$ cat config.mk
export PLATFORM = sky130hd
export DESIGN_NAME = rtttl_note_parser
export DESIGN_NICKNAME = d
export VERILOG_FILES = /design/src/rtp_pkg.sv /design/src/rtp_ctrl.sv /design/src/rtp_dpath.sv /design/src/rtttl_note_parser.sv
export SDC_FILE = /design/constraint.sdc
export NUM_CORES = 1
export LEC_CHECK = 0
export BUFFER_PORTS_ARGS = -buffer_cell sky130_fd_sc_hd__buf_4
export CORE_MARGIN = 3
export CORE_UTILIZATION = 40
export DETAILED_ROUTE_END_ITERATION = 8
export PLACE_DENSITY = 0.51
export SYNTH_ARGS = -nofsm -noshare
export SYNTH_HDL_FRONTEND = slang
export SYNTH_HIERARCHICAL = 1
export SYNTH_SLANG_ARGS = --single-unit
export TNS_END_PERCENT = 1
$ cat constraint.sdc
create_clock -name i_clk -period 10.2 [get_ports i_clk]
set_input_delay 0.51 -clock i_clk [delete_from_list [all_inputs] [get_ports i_clk]]
set_output_delay 0.51 -clock i_clk [all_outputs]
set_load 0.01 [all_outputs]
$ cat src/rtp_pkg.sv
// ============================================================================
// rtp_pkg
// Shared types, character codes and the note frequency table.
// ============================================================================
package rtp_pkg;

    localparam logic [7:0] CH_COLON = 8'h3A;
    localparam logic [7:0] CH_COMMA = 8'h2C;
    localparam logic [7:0] CH_SHARP = 8'h23;
    localparam logic [7:0] CH_DOT   = 8'h2E;
    localparam logic [7:0] CH_ZERO  = 8'h30;
    localparam logic [7:0] CH_NINE  = 8'h39;
    localparam logic [7:0] CH_LC_A  = 8'h61;
    localparam logic [7:0] CH_LC_B  = 8'h62;
    localparam logic [7:0] CH_LC_C  = 8'h63;
    localparam logic [7:0] CH_LC_D  = 8'h64;
    localparam logic [7:0] CH_LC_E  = 8'h65;
    localparam logic [7:0] CH_LC_F  = 8'h66;
    localparam logic [7:0] CH_LC_G  = 8'h67;
    localparam logic [7:0] CH_LC_O  = 8'h6F;

    localparam logic [3:0] PH_NAME   = 4'd0;
    localparam logic [3:0] PH_KEY    = 4'd1;
    localparam logic [3:0] PH_D_EQ   = 4'd2;
    localparam logic [3:0] PH_D_VAL  = 4'd3;
    localparam logic [3:0] PH_O_EQ   = 4'd4;
    localparam logic [3:0] PH_O_VAL  = 4'd5;
    localparam logic [3:0] PH_B_EQ   = 4'd6;
    localparam logic [3:0] PH_B_VAL  = 4'd7;
    localparam logic [3:0] PH_DUR    = 4'd8;
    localparam logic [3:0] PH_LETTER = 4'd9;
    localparam logic [3:0] PH_SHARP  = 4'd10;
    localparam logic [3:0] PH_DOT    = 4'd11;
    localparam logic [3:0] PH_OCT    = 4'd12;

    localparam logic [9:0]  NUM_MAX    = 10'd999;
    localparam logic [9:0]  RST_LENGTH = 10'd4;
    localparam logic [2:0]  RST_OCTAVE = 3'd6;
    localparam logic [9:0]  RST_TEMPO  = 10'd63;
    localparam logic [22:0] MS_PER_MIN = 23'd60000;
    // Hold time is duration * 6 / 5, taken as (duration * HOLD_MUL) >> 24.
    localparam logic [24:0] HOLD_MUL   = 25'd20132664;
    localparam int          DIV_STEPS  = 23;

    localparam logic [1:0] SEL_HDR = 2'd0;
    localparam logic [1:0] SEL_DUR = 2'd1;
    localparam logic [1:0] SEL_TEN = 2'd2;

    typedef struct packed {
        logic       accept;
        logic       start;
        logic [1:0] sel;
        logic       load_whole;
        logic       load_out;
    } t_cmd;

    typedef struct packed {
        logic hdr_need;
        logic emit_note;
        logic emit_any;
        logic e_note;
        logic div_done;
        logic out_full;
    } t_sts;

    function automatic logic [11:0] freq_lookup(input logic [5:0] idx);
        logic [11:0] f;
        case (idx)
            6'd1:  f = 12'd262;  6'd2:  f = 12'd277;  6'd3:  f = 12'd294;
            6'd4:  f = 12'd311;  6'd5:  f = 12'd330;  6'd6:  f = 12'd349;
            6'd7:  f = 12'd370;  6'd8:  f = 12'd392;  6'd9:  f = 12'd415;
            6'd10: f = 12'd440;  6'd11: f = 12'd466;  6'd12: f = 12'd494;
            6'd13: f = 12'd523;  6'd14: f = 12'd554;  6'd15: f = 12'd587;
            6'd16: f = 12'd622;  6'd17: f = 12'd659;  6'd18: f = 12'd698;
            6'd19: f = 12'd740;  6'd20: f = 12'd784;  6'd21: f = 12'd831;
            6'd22: f = 12'd880;  6'd23: f = 12'd932;  6'd24: f = 12'd988;
            6'd25: f = 12'd1047; 6'd26: f = 12'd1109; 6'd27: f = 12'd1175;
            6'd28: f = 12'd1245; 6'd29: f = 12'd1319; 6'd30: f = 12'd1397;
            6'd31: f = 12'd1480; 6'd32: f = 12'd1568; 6'd33: f = 12'd1661;
            6'd34: f = 12'd1760; 6'd35: f = 12'd1865; 6'd36: f = 12'd1976;
            6'd37: f = 12'd2093; 6'd38: f = 12'd2217; 6'd39: f = 12'd2349;
            6'd40: f = 12'd2489; 6'd41: f = 12'd2637; 6'd42: f = 12'd2794;
            6'd43: f = 12'd2960; 6'd44: f = 12'd3136; 6'd45: f = 12'd3322;
            6'd46: f = 12'd3520; 6'd47: f = 12'd3729; 6'd48: f = 12'd3951;
            default: f = 12'd0;
        endcase
        return f;
    endfunction

endpackage

$ cat src/rtp_ctrl.sv
// ============================================================================
// rtp_ctrl
// Sequencer: takes a character, then runs the divider steps and loads the
// output register.
// ============================================================================
module rtp_ctrl
    import rtp_pkg::*;
(
    input  logic i_clk,
    input  logic i_rst_n,
    input  logic i_in_valid,
    output logic o_in_ready,
    input  t_sts i_sts,
    output t_cmd o_cmd
);

    localparam logic [2:0] S_IDLE   = 3'd0;
    localparam logic [2:0] S_HDR_GO = 3'd1;
    localparam logic [2:0] S_HDR    = 3'd2;
    localparam logic [2:0] S_DUR_GO = 3'd3;
    localparam logic [2:0] S_DUR    = 3'd4;
    localparam logic [2:0] S_TEN_GO = 3'd5;
    localparam logic [2:0] S_TEN    = 3'd6;
    localparam logic [2:0] S_OUT    = 3'd7;

    logic [2:0] r_state;
    logic [2:0] n_state;

    always_comb begin
        n_state = r_state;
        o_cmd   = '0;
        o_in_ready = (r_state == S_IDLE);
        unique case (r_state)
            S_IDLE: begin
                if (i_in_valid) begin
                    o_cmd.accept = 1'b1;
                    if (i_sts.hdr_need) n_state = S_HDR_GO;
                    else if (i_sts.emit_note) n_state = S_DUR_GO;
                    else if (i_sts.emit_any) n_state = S_OUT;
                end
            end
            S_HDR_GO: begin
                o_cmd.start = 1'b1;
                o_cmd.sel   = SEL_HDR;
                n_state     = S_HDR;
            end
            S_HDR: begin
                if (i_sts.div_done) begin
                    o_cmd.load_whole = 1'b1;
                    n_state = i_sts.e_note ? S_DUR_GO : S_IDLE;
                end
            end
            S_DUR_GO: begin
                o_cmd.start = 1'b1;
                o_cmd.sel   = SEL_DUR;
                n_state     = S_DUR;
            end
            S_DUR: begin
                if (i_sts.div_done) n_state = S_TEN_GO;
            end
            S_TEN_GO: begin
                o_cmd.start = 1'b1;
                o_cmd.sel   = SEL_TEN;
                n_state     = S_TEN;
            end
            S_TEN: begin
                if (i_sts.div_done) n_state = S_OUT;
            end
            S_OUT: begin
                if (!i_sts.out_full) begin
                    o_cmd.load_out = 1'b1;
                    n_state = S_IDLE;
                end
            end
            default: n_state = S_IDLE;
        endcase
    end

    always_ff @(posedge i_clk) begin
        if (!i_rst_n) begin
            r_state <= S_IDLE;
        end else begin
            r_state <= n_state;
        end
    end

endmodule

$ cat src/rtp_dpath.sv
// ============================================================================
// rtp_dpath
// Parse state, note snapshot, shared restoring divider and output register.
// ============================================================================
module rtp_dpath
    import rtp_pkg::*;
(
    input  logic        i_clk,
    input  logic        i_rst_n,
    input  logic [7:0]  i_ch,
    input  logic        i_fin,
    input  t_cmd        i_cmd,
    output t_sts        o_sts,
    input  logic        i_out_ready,
    output logic        o_out_valid,
    output logic [11:0] o_freq,
    output logic [18:0] o_hold,
    output logic        o_rest,
    output logic        o_err,
    output logic        o_last
);

    logic [3:0]  r_ph;
    logic [9:0]  r_dl;
    logic [2:0]  r_do;
    logic [9:0]  r_tb;
    logic [17:0] r_wn;
    logic [9:0]  r_acc;
    logic [3:0]  r_pn;
    logic        r_dot;
    logic [3:0]  r_po;
    logic        r_og;

    logic [17:0] r_e_whole;
    logic [9:0]  r_e_div;
    logic [9:0]  r_e_bpm;
    logic        r_e_dot;
    logic [11:0] r_e_freq;
    logic        r_e_rest;
    logic        r_e_err;
    logic        r_e_fin;
    logic        r_e_plain;
    logic        r_e_note;

    logic [10:0] r_rem;
    logic [22:0] r_quo;
    logic [9:0]  r_dvsr;
    logic [4:0]  r_cnt;
    logic        r_busy;
    logic        r_done;

    logic        r_o_valid;
    logic [11:0] r_o_freq;
    logic [18:0] r_o_hold;
    logic        r_o_rest;
    logic        r_o_err;
    logic        r_o_last;

    logic [3:0]  n_ph;
    logic [9:0]  n_dl;
    logic [2:0]  n_do;
    logic [9:0]  n_tb;
    logic [9:0]  n_acc;
    logic [3:0]  n_pn;
    logic        n_dot;
    logic [3:0]  n_po;
    logic        n_og;
    logic        hdr_fin;
    logic        emit_note;
    logic        cap_dot;
    logic [9:0]  cap_div;
    logic [8:0]  cap_idx;
    logic        cap_noted;
    logic        digit;
    logic [3:0]  dval;
    logic [13:0] acc_x10;
    logic [3:0]  scale;
    logic [9:0]  tmp_bpm;

    assign digit = (i_ch >= CH_ZERO) && (i_ch <= CH_NINE);
    assign dval  = 4'(i_ch - CH_ZERO);
    assign acc_x10 = 14'({r_acc, 3'b0}) + 14'({r_acc, 1'b0}) + 14'(dval);

    always_comb begin
        n_ph = r_ph; n_dl = r_dl; n_do = r_do; n_tb = r_tb;
        n_acc = r_acc; n_pn = r_pn; n_dot = r_dot; n_po = r_po; n_og = r_og;
        hdr_fin = 1'b0; emit_note = 1'b0;
        cap_dot = 1'b0; cap_div = RST_LENGTH; cap_idx = '0; cap_noted = 1'b0;
        scale = '0;
        tmp_bpm = r_tb;
        case (r_ph)
            PH_KEY: begin
                n_acc = '0;
                if (i_ch == CH_LC_D) n_ph = PH_D_EQ;
                else if (i_ch == CH_LC_O) n_ph = PH_O_EQ;
                else if (i_ch == CH_LC_B) n_ph = PH_B_EQ;
                else hdr_fin = 1'b1;
            end
            PH_D_EQ, PH_O_EQ, PH_B_EQ: begin
                n_acc = '0;
                n_ph  = r_ph + 4'd1;
            end
            PH_D_VAL, PH_O_VAL, PH_B_VAL: begin
                if (digit) begin
                    n_acc = (acc_x10 > 14'(NUM_MAX)) ? NUM_MAX : acc_x10[9:0];
                end else begin
                    if (r_ph == PH_D_VAL) begin
                        if (r_acc != '0) n_dl = r_acc;
                    end else if (r_ph == PH_O_VAL) begin
                        if (r_acc >= 10'd3 && r_acc <= 10'd7) n_do = r_acc[2:0];
                    end else begin
                        n_tb = (r_acc == '0) ? 10'd1 : r_acc;
                    end
                    if (r_ph == PH_B_VAL || i_ch == CH_COLON) begin
                        hdr_fin = 1'b1;
                    end else begin
                        n_acc = '0;
                        n_ph  = PH_KEY;
                    end
                end
            end
            PH_DUR: ;
            PH_LETTER, PH_SHARP, PH_DOT, PH_OCT: begin
                if (i_ch == CH_COMMA) begin
                    emit_note = 1'b1;
                end else if (i_ch == CH_SHARP && r_ph == PH_LETTER) begin
                    if (r_pn != '0) n_pn = r_pn + 4'd1;
                    n_ph = PH_SHARP;
                end else if (i_ch == CH_DOT && r_ph <= PH_SHARP) begin
                    n_dot = 1'b1;
                    n_ph  = PH_DOT;
                end else if (digit && r_ph <= PH_DOT) begin
                    n_po = dval;
                    n_og = 1'b1;
                    n_ph = PH_OCT;
                end
            end
            default: begin
                if (i_ch == CH_COLON) begin
                    n_acc = '0;
                    n_ph  = PH_KEY;
                end
            end
        endcase
        if (hdr_fin) begin
            n_tb = (n_tb == '0) ? 10'd1 : n_tb;
            n_acc = '0; n_pn = '0; n_dot = 1'b0; n_po = '0; n_og = 1'b0;
            n_ph = PH_DUR;
        end
        tmp_bpm = n_tb;
        if ((r_ph == PH_DUR) || (r_ph == PH_KEY && hdr_fin)) begin
            if (digit) begin
                n_acc = (acc_x10 > 14'(NUM_MAX)) ? NUM_MAX : acc_x10[9:0];
            end else begin
                case (i_ch)
                    CH_LC_C: n_pn = 4'd1;
                    CH_LC_D: n_pn = 4'd3;
                    CH_LC_E: n_pn = 4'd5;
                    CH_LC_F: n_pn = 4'd6;
                    CH_LC_G: n_pn = 4'd8;
                    CH_LC_A: n_pn = 4'd10;
                    CH_LC_B: n_pn = 4'd12;
                    default: n_pn = 4'd0;
                endcase
                n_ph = PH_LETTER;
            end
        end
        if (!emit_note && i_fin && n_ph >= PH_LETTER && n_ph <= PH_OCT) begin
            emit_note = 1'b1;
        end
        if (emit_note) begin
            cap_div   = (n_acc != '0) ? n_acc : n_dl;
            cap_dot   = n_dot;
            scale     = n_og ? n_po : {1'b0, n_do};
            cap_idx   = 9'({scale, 3'b0}) + 9'({scale, 2'b0}) + 9'(n_pn) - 9'd48;
            cap_noted = (n_pn != '0);
            n_acc = '0; n_pn = '0; n_dot = 1'b0; n_po = '0; n_og = 1'b0;
            n_ph = PH_DUR;
        end
    end

    logic        idx_ok;
    logic [10:0] rem_sh;
    logic        fits;
    logic [17:0] q18;
    logic [18:0] dur;
    logic [43:0] hold_prod;
    logic [22:0] ld_dvd;
    logic [9:0]  ld_dvsr;

    assign idx_ok    = !cap_idx[8] && (cap_idx != '0) && (cap_idx <= 9'd48);
    assign rem_sh    = {r_rem[9:0], r_quo[22]};
    assign fits      = rem_sh >= {1'b0, r_dvsr};
    assign q18       = r_quo[17:0];
    assign dur       = {1'b0, q18} + (r_e_dot ? {2'b0, q18[17:1]} : 19'd0);
    assign hold_prod = 44'(dur) * 44'(HOLD_MUL);

    always_comb begin
        case (i_cmd.sel)
            SEL_HDR: begin ld_dvd = MS_PER_MIN;        ld_dvsr = r_e_bpm; end
            default: begin ld_dvd = {5'b0, r_e_whole}; ld_dvsr = r_e_div; end
        endcase
    end

    always_ff @(posedge i_clk) begin
        if (!i_rst_n) begin
            r_ph <= PH_NAME; r_dl <= RST_LENGTH; r_do <= RST_OCTAVE; r_tb <= RST_TEMPO;
            r_wn <= '0; r_acc <= '0; r_pn <= '0; r_dot <= 1'b0; r_po <= '0; r_og <= 1'b0;
            r_busy <= 1'b0; r_done <= 1'b0; r_o_valid <= 1'b0;
            r_e_note <= 1'b0;
        end else begin
            if (i_cmd.accept) begin
                r_e_whole <= r_wn;
                r_e_div   <= cap_div;
                r_e_bpm   <= tmp_bpm;
                r_e_dot   <= cap_dot;
                r_e_fin   <= i_fin;
                r_e_note  <= emit_note;
                r_e_plain <= !emit_note;
                r_e_freq  <= (cap_noted && idx_ok) ? freq_lookup(cap_idx[5:0]) : 12'd0;
                r_e_rest  <= !(cap_noted && idx_ok);
                r_e_err   <= cap_noted && !idx_ok;
                if (i_fin) begin
                    r_ph <= PH_NAME; r_dl <= RST_LENGTH; r_do <= RST_OCTAVE;
                    r_tb <= RST_TEMPO; r_wn <= '0; r_acc <= '0; r_pn <= '0;
                    r_dot <= 1'b0; r_po <= '0; r_og <= 1'b0;
                end else begin
                    r_ph <= n_ph; r_dl <= n_dl; r_do <= n_do; r_tb <= n_tb;
                    r_acc <= n_acc; r_pn <= n_pn; r_dot <= n_dot; r_po <= n_po;
                    r_og <= n_og;
                end
            end
            if (i_cmd.load_whole) begin
                r_e_whole <= {r_quo[15:0], 2'b0};
                if (!r_e_fin) r_wn <= {r_quo[15:0], 2'b0};
            end
            r_done <= (r_busy && !i_cmd.start && r_cnt == 5'(DIV_STEPS - 1))
                   || (i_cmd.start && i_cmd.sel == SEL_TEN);
            if (i_cmd.start) begin
                if (i_cmd.sel == SEL_TEN) begin
                    r_quo <= {3'b0, hold_prod[43:24]};
                end else begin
                    r_rem  <= '0;
                    r_quo  <= ld_dvd;
                    r_dvsr <= ld_dvsr;
                    r_cnt  <= '0;
                    r_busy <= 1'b1;
                end
            end else if (r_busy) begin
                r_rem <= fits ? (rem_sh - {1'b0, r_dvsr}) : rem_sh;
                r_quo <= {r_quo[21:0], fits};
                r_cnt <= r_cnt + 5'd1;
                if (r_cnt == 5'(DIV_STEPS - 1)) begin
                    r_busy <= 1'b0;
                end
            end
            if (i_cmd.load_out) begin
                r_o_valid <= 1'b1;
                r_o_freq  <= r_e_freq;
                r_o_hold  <= r_e_plain ? 19'd0 : r_quo[18:0];
                r_o_rest  <= r_e_rest;
                r_o_err   <= r_e_err;
                r_o_last  <= r_e_fin;
            end else if (i_out_ready) begin
                r_o_valid <= 1'b0;
            end
        end
    end

    always_comb begin
        o_sts.hdr_need  = hdr_fin && (!i_fin || emit_note);
        o_sts.emit_note = emit_note;
        o_sts.emit_any  = emit_note || i_fin;
        o_sts.e_note    = r_e_note;
        o_sts.div_done  = r_done;
        o_sts.out_full  = r_o_valid && !i_out_ready;
    end

    assign o_out_valid = r_o_valid;
    assign o_freq      = r_o_freq;
    assign o_hold      = r_o_hold;
    assign o_rest      = r_o_rest;
    assign o_err       = r_o_err;
    assign o_last      = r_o_last;

endmodule

$ cat src/rtttl_note_parser.sv
// ============================================================================
// rtttl_note_parser
// RTTTL ringtone parser: one text character in, at most one note out.
// ============================================================================
// The input stream carries one character per transaction in tdata, with
// tlast marking the final character of a song. The output stream carries
// one note per transaction: frequency, hold time, rest and range flags in
// tdata, and tlast on the note caused by the final character.
// A character that emits nothing is taken without the divider. Ending the
// header runs the shared 23-step divider for the whole note time, and the
// next character is taken once it is done. A note runs that divider once for
// the duration and scales the hold time by a constant multiply in one more
// step; when the header ends on the same character, the header division runs
// first. A final character with no pending note gives a rest.
// The block holds one character at a time. A finished note waits in the
// output register, and a new character is taken meanwhile; only the next
// note waits until that register is free.
// Reset restores the header defaults (length 4, octave 6, tempo 63) and
// empties the output register. The final character of a song restores the same defaults.
// ============================================================================
module rtttl_note_parser
    import rtp_pkg::*;
(
    input  logic        i_clk,
    input  logic        i_rst_n,
    input  logic        i_s_axis_tvalid,
    output logic        o_s_axis_tready,
    input  logic [7:0]  i_s_axis_tdata,  // [7:0] ch
    input  logic        i_s_axis_tlast,
    output logic        o_m_axis_tvalid,
    input  logic        i_m_axis_tready,
    output logic [39:0] o_m_axis_tdata, // [11:0] freq_hz, [30:12] hold_ms,
                                        // [31] is_rest, [32] range_error
    output logic        o_m_axis_tlast
);

    t_cmd        cmd;
    t_sts        sts;
    logic [11:0] freq;
    logic [18:0] hold;
    logic        rest;
    logic        err;

    rtp_ctrl u_ctrl (
        .i_clk      (i_clk),
        .i_rst_n    (i_rst_n),
        .i_in_valid (i_s_axis_tvalid),
        .o_in_ready (o_s_axis_tready),
        .i_sts      (sts),
        .o_cmd      (cmd)
    );

    rtp_dpath u_dpath (
        .i_clk       (i_clk),
        .i_rst_n     (i_rst_n),
        .i_ch        (i_s_axis_tdata),
        .i_fin       (i_s_axis_tlast),
        .i_cmd       (cmd),
        .o_sts       (sts),
        .i_out_ready (i_m_axis_tready),
        .o_out_valid (o_m_axis_tvalid),
        .o_freq      (freq),
        .o_hold      (hold),
        .o_rest      (rest),
        .o_err       (err),
        .o_last      (o_m_axis_tlast)
    );

    assign o_m_axis_tdata = {7'b0, err, rest, hold, freq};

endmodule

==> out/metrics.csv, run 1 <==
metric,value,unit
ant_nets,0,
place_inst,2555,
tritoncts,built,
viasPerCell,5.42,
endpoint,u_dpath/r_quo[17],
critPathArrivalTime,9.55,ns
clk-insertion-delay-late,0.55,ns
grt_first_pass_wirelength,79.3,mm
finalWorstPathRequiredPeriod,9.28,ns
seq_area,0.00556,mm²
grt.total_usage,0.199,
fmax,0.108,GHz
cts.path.max_buffers,3,
crit_path_max_fanout,6,
place.gp.congestion,0.879,
fp.dieH,221,µm
io-pin-count,56,
synthFlopType,edfxtp_1,
worst_r2r_endpoint,u_dpath/r_quo[17],
h-tree-depth,1,
crit_type,reg -> reg,
final_nets,2338,
drv_slew,0,
drc,0,
setup_violations,0,
numCtsBuffers,25,
grt_max_degree,61,
hp-class,in -> reg,
multi_input_area,0.0116,mm²
required,10.47,ns
cts.sinks,209,
ys_warn_count,6,
syn2layout_area_growth,9.21,%
crit_top_cell,fa_1,
synth-seq-cells,209,
tns,0,ns
drt_pre_antenna_iters,5,
mostFrequentLayoutCell,inv_1,
first_global_vias,14487,
slew_headroom,0.236,
synthArstFlopShare,0,
slowest_delay,0.51,ns
drv_cap,0,
cp-start-kind,flip-flop,
cts.clk_slew.worst_paths,0.07,ns
die_x,221,µm
r2r_slack,0.92,ns
hold_viol_final,0,
core_area,0.0456,mm²
grt_setup_unrepaired,no,
post-route-period-util,0.910,
fill_cells,4417,
cts_root_buffer,clkbuf_16,
tightest_slew,1.14,ns
antenna_found_initial,1,
synth_edf_count,137,
syn_area_per_cell,9.40,µm²
cp_slowest_cell,fa_1,
drtIter0Drc,820,
drive_gt1_frac,0.0829,
skew,0.0133,ns
wirelength,49.0,mm
final_cell_mix,"inv_1, ha_1, nor2_1",
fin_area,0.0202,mm²
grt-ovfl-total,0,
crit_start,u_dpath/r_quo[1],
hpwl,38.0,mm
synth_seq_area_share,0.300,
ff2ff_path_depth,34,
num_antenna_cells,0,
placed_cell_area,0.0194,mm²
status,"finished, final reports clean",
rows,78,
syn_inst,1973,
vias,14100,
dieArea,0.0490,mm²
portBuffers,48,
end_kind,flip-flop,
wire_per_inst,18.8,µm
fin_cells,2602,
r2r_start,u_dpath/r_quo[1],
yosys.cell_types.count,90,
hp-start,i_s_axis_tlast,
fin_hold_ws,0.283,ns
start_util,0.407,
netlist_area,0.0185,mm²
per-layer routing:
| layer | routed length [µm] | up-vias | global-route usage | part of all wire |
|---|---|---|---|---|
| met4 | 1010 | 2 | 0.0432 | 0.021 |
| met3 | 1810 | 61 | 0.0172 | 0.037 |
| li1 | - | 6867 | - | - |
| met1 | 21900 | 6880 | 0.265 | 0.45 |
| met2 | 24300 | 290 | 0.353 | 0.50 |
| met5 | 13 | - | 0 | 0.00027 |
synth_stat cells (14+ instances only):
master	instances	share of area
inv_1	283	0.057
ha_1	219	0.15
nor2_1	183	0.037
edfxtp_1	137	0.22
fa_1	122	0.13
a21oi_1	119	0.032
nand2_1	95	0.019
o21ai_0	84	0.023
dfxtp_1	72	0.078
clkbuf_1	62	0.013
a22oi_1	43	0.017
nand3_1	42	0.011
nor2b_1	37	0.012
xnor2_1	35	0.017
nor3_1	31	0.0084
and2_1	29	0.0098
mux2_2	28	0.017
o22ai_1	24	0.0081
mux2i_1	21	0.011
a31oi_1	20	0.0067
xor2_1	17	0.0080
a21o_1	16	0.0065
a211oi_1	15	0.0061
and3_1	15	0.0051
o21a_1	14	0.0057
through the flow:
| step | setup WS (ns) | util |
|---|---|---|
| floorplan | 1.99 | - |
| global placement | 0.845 | 0.427 |
| detailed placement | 0.672 | 0.427 |
| CTS | 0.651 | 0.444 |
| global route | 0.210 | 0.444 |
| finish | 0.919 | 0.444 |
registers in the layout, indices dropped and copies added, names as in the netlist, 5 cells and up:
signal / cells
u_dpath/r_tb: 10
u_dpath/o_freq: 12
u_dpath/r_e_bpm: 10
u_dpath/r_e_whole: 18
u_dpath/r_wn: 18
u_dpath/r_dl: 10
u_dpath/r_rem: 10
u_dpath/r_e_div: 10
u_dpath/r_acc: 10
u_dpath/r_e_freq: 12
u_dpath/r_cnt: 5
u_dpath/r_quo: 23
u_dpath/r_dvsr: 10
u_dpath/o_hold: 19
cells by family after synthesis:
logic type               Yosys count  synth area share
adder cells (fa/ha/maj)          341             0.280
flip-flops                       209             0.300
XOR/XNOR                          52            0.0246
AND/OR/NAND/NOR                  507             0.134
other                              1          0.000202
buffers and inverters            375            0.0790
multiplexers                      50            0.0292
AO/OA/AOI/OAI                    438             0.154
how the worst min path moves through the flow:
stage               slack, ns              end  depth (start not counted)
global route             0.27  u_dpath/r_e_fin                          1
CTS                      0.27  u_dpath/r_e_fin                          1
global placement         0.40   u_dpath/o_rest                          0
floorplan                0.40    u_dpath/o_err                          0
finish                   0.28  u_dpath/r_e_fin                          1
detailed placement       0.40   u_dpath/o_rest                          0
worst max-delay path: cells and delay by family (launching register included):
| family | cells | cell delay [ns] |
|---|---|---|
| AOI/OAI and AO/OA | 15 | 3.36 |
| buffers and inverters | 3 | 0.18 |
| and+or+nand+nor | 5 | 0.56 |
| DFF | 1 | 0.44 |
| adders and majority gates | 9 | 3.83 |
| xor gates and xnor gates | 2 | 0.59 |
cell type report:
type                    count  area share
well taps                 600      0.0371
clock buffers              34      0.0331
clock inverters            11     0.00544
multi-input cells        1395       0.572
flip-flops and latches    209       0.274
inverters                 286      0.0531
repair buffers             67      0.0248
repair_timing:
item,in CTS,in global routing
hold buffers,0,0
resized for setup,0,0
buffers inserted,0,2
endpoints found under the hold margin,0,0
setup endpoints to repair,0,3
Power of run 1 is left out: the tool's default activity adds up to more than one toggle a clock period on the data nets, which glitch-free logic cannot reach.
==> inputs of run 2 (changes only) <==
- GPL_TIMING_DRIVEN: unset -> 0
==> run 2 against run 1 <==
Via count increased by 2.4%. Flip-flop and latch count did not move. Clock skew grew 0.0036 ns. Utilization is 0.63 points higher. Sequential share of layout area down 0.38 points. Fmax down 2.2%. First-iteration DRC count rose by 2.4%. Die area did not move. Global-route usage grew 0.93 points. Register-to-register slack lost 0.21 ns. Final cell count grew 2.7%.
==> out/metrics.csv, run 2 (synthesized netlist as in run 1, its figures left out) <==
metric,value,unit
setup_violations,0,
fin_area,0.0205,mm²
cts.path.max_buffers,3,
crit_type,reg -> reg,
die_x,221,µm
largest_reg_flops,23,
io-pin-count,56,
drv_slew,0,
worst_r2r_endpoint,u_dpath/r_quo[17],
drt_pre_antenna_iters,5,
tightest_slew,1.21,ns
final_nets,2409,
tritoncts,built,
ant_nets,0,
hpwl,41.1,mm
place.gp.congestion,0.886,
vias,14439,
portBuffers,47,
end_kind,flip-flop,
clk-insertion-delay-late,0.52,ns
grt_max_degree,22,
slew_headroom,0.183,
cts.clk_slew.worst_paths,0.06,ns
syn2layout_area_growth,10.8,%
drc,0,
final_cell_mix,"inv_1, ha_1, nor2_1",
critPathArrivalTime,9.73,ns
hold_viol_final,0,
start_util,0.407,
hold_path_depth,1,
cts.sinks,209,
fp.dieH,221,µm
antenna_found_initial,1,
crit_top_cell,fa_1,
fmax,0.105,GHz
r2r_slack,0.71,ns
cp-start-kind,flip-flop,
whs_endpoint,u_dpath/r_e_fin,
fill_cells,4433,
num_antenna_cells,0,
rows,78,
dieArea,0.0490,mm²
hp-class,in -> reg,
core_area,0.0456,mm²
cts_root_buffer,clkbuf_16,
required,10.45,ns
grt.total_usage,0.208,
crit_path_max_fanout,10,
skew,0.0169,ns
post-route-period-util,0.930,
largest-register,u_dpath/r_quo,
viasPerCell,5.41,
ff2ff_path_depth,36,
seq_area,0.00556,mm²
slowest_delay,0.56,ns
wire_per_inst,19.1,µm
fin_cells,2671,
multi_input_area,0.0116,mm²
cp_slowest_cell,fa_1,
drtIter0Drc,840,
placed_cell_area,0.0198,mm²
first_global_vias,14692,
wirelength,50.9,mm
mostFrequentLayoutCell,inv_1,
tns,0,ns
h-tree-depth,1,
grt_first_pass_wirelength,82.3,mm
status,"finished, final reports clean",
drive_gt1_frac,0.0811,
ctsHoldBuffers,0,
numCtsBuffers,22,
finalWorstPathRequiredPeriod,9.49,ns
r2r_start,u_dpath/r_e_dot,
grt-ovfl-total,0,
hp-start,i_s_axis_tlast,
place_inst,2630,
fin_hold_ws,0.188,ns
drv_cap,0,
run 2: final cells by class:
cell class	instances	area share
multi-input cells	1395	0.564
clock buffers	32	0.0311
plain buffers	89	0.0191
repair buffers	52	0.0213
clock inverters	8	0.00512
flip-flops and latches	209	0.271
well taps	600	0.0366
inverters	286	0.0523
run 2: worst max-delay path, delay by kind of cell, from the launching register on:
family / cells / cell delay [ns]
buffers and inverters: 5 / 0.63
adder cells (fa/ha/maj): 8 / 3.50
AO/OA/AOI/OAI: 16 / 3.25
flip-flops: 1 / 0.50
XOR/XNOR: 2 / 0.60
AND/OR/NAND/NOR: 5 / 0.73
run 2: what timing repair did:
item | 4_1_cts | 5_1_grt
setup endpoints to repair | 1 | 12
endpoints found under the hold margin | 0 | 0
setup buffers | 0 | 1
gates resized for setup | 1 | 4
pin swaps | 0 | 1
run 2: through the flow:
stage               setup slack, ns  utilization
floorplan                      1.99            -
global placement              0.138        0.431
detailed placement           0.0123        0.433
CTS                           0.192        0.450
global route               -0.00604        0.450
finish                        0.714        0.450
run 2: worst max-delay path by stage:
stage	to	slack, ns	from	depth (start not counted)
final	u_dpath/r_quo[17]	0.71	u_dpath/r_e_dot	36
after floorplan	u_dpath/r_quo[14]	1.99	u_dpath/r_e_dot	37
after global placement	u_dpath/r_quo[17]	0.14	u_dpath/r_e_dot	33
after global routing	u_dpath/r_quo[17]	-0.006	u_dpath/r_e_dot	34
after detailed placement	u_dpath/r_quo[18]	0.01	u_dpath/r_e_dot	34
after CTS	u_dpath/r_quo[17]	0.19	u_dpath/r_e_dot	34
run 2: metal layers:
metal,vias to the layer above,global-route usage,routed length [µm]
met1,7011,0.274,22400
met3,70,0.0161,1910
met5,-,0,20
met2,346,0.368,25300
met4,2,0.0580,1320
li1,7010,-,-
Power of run 2 is left out for the same reason.
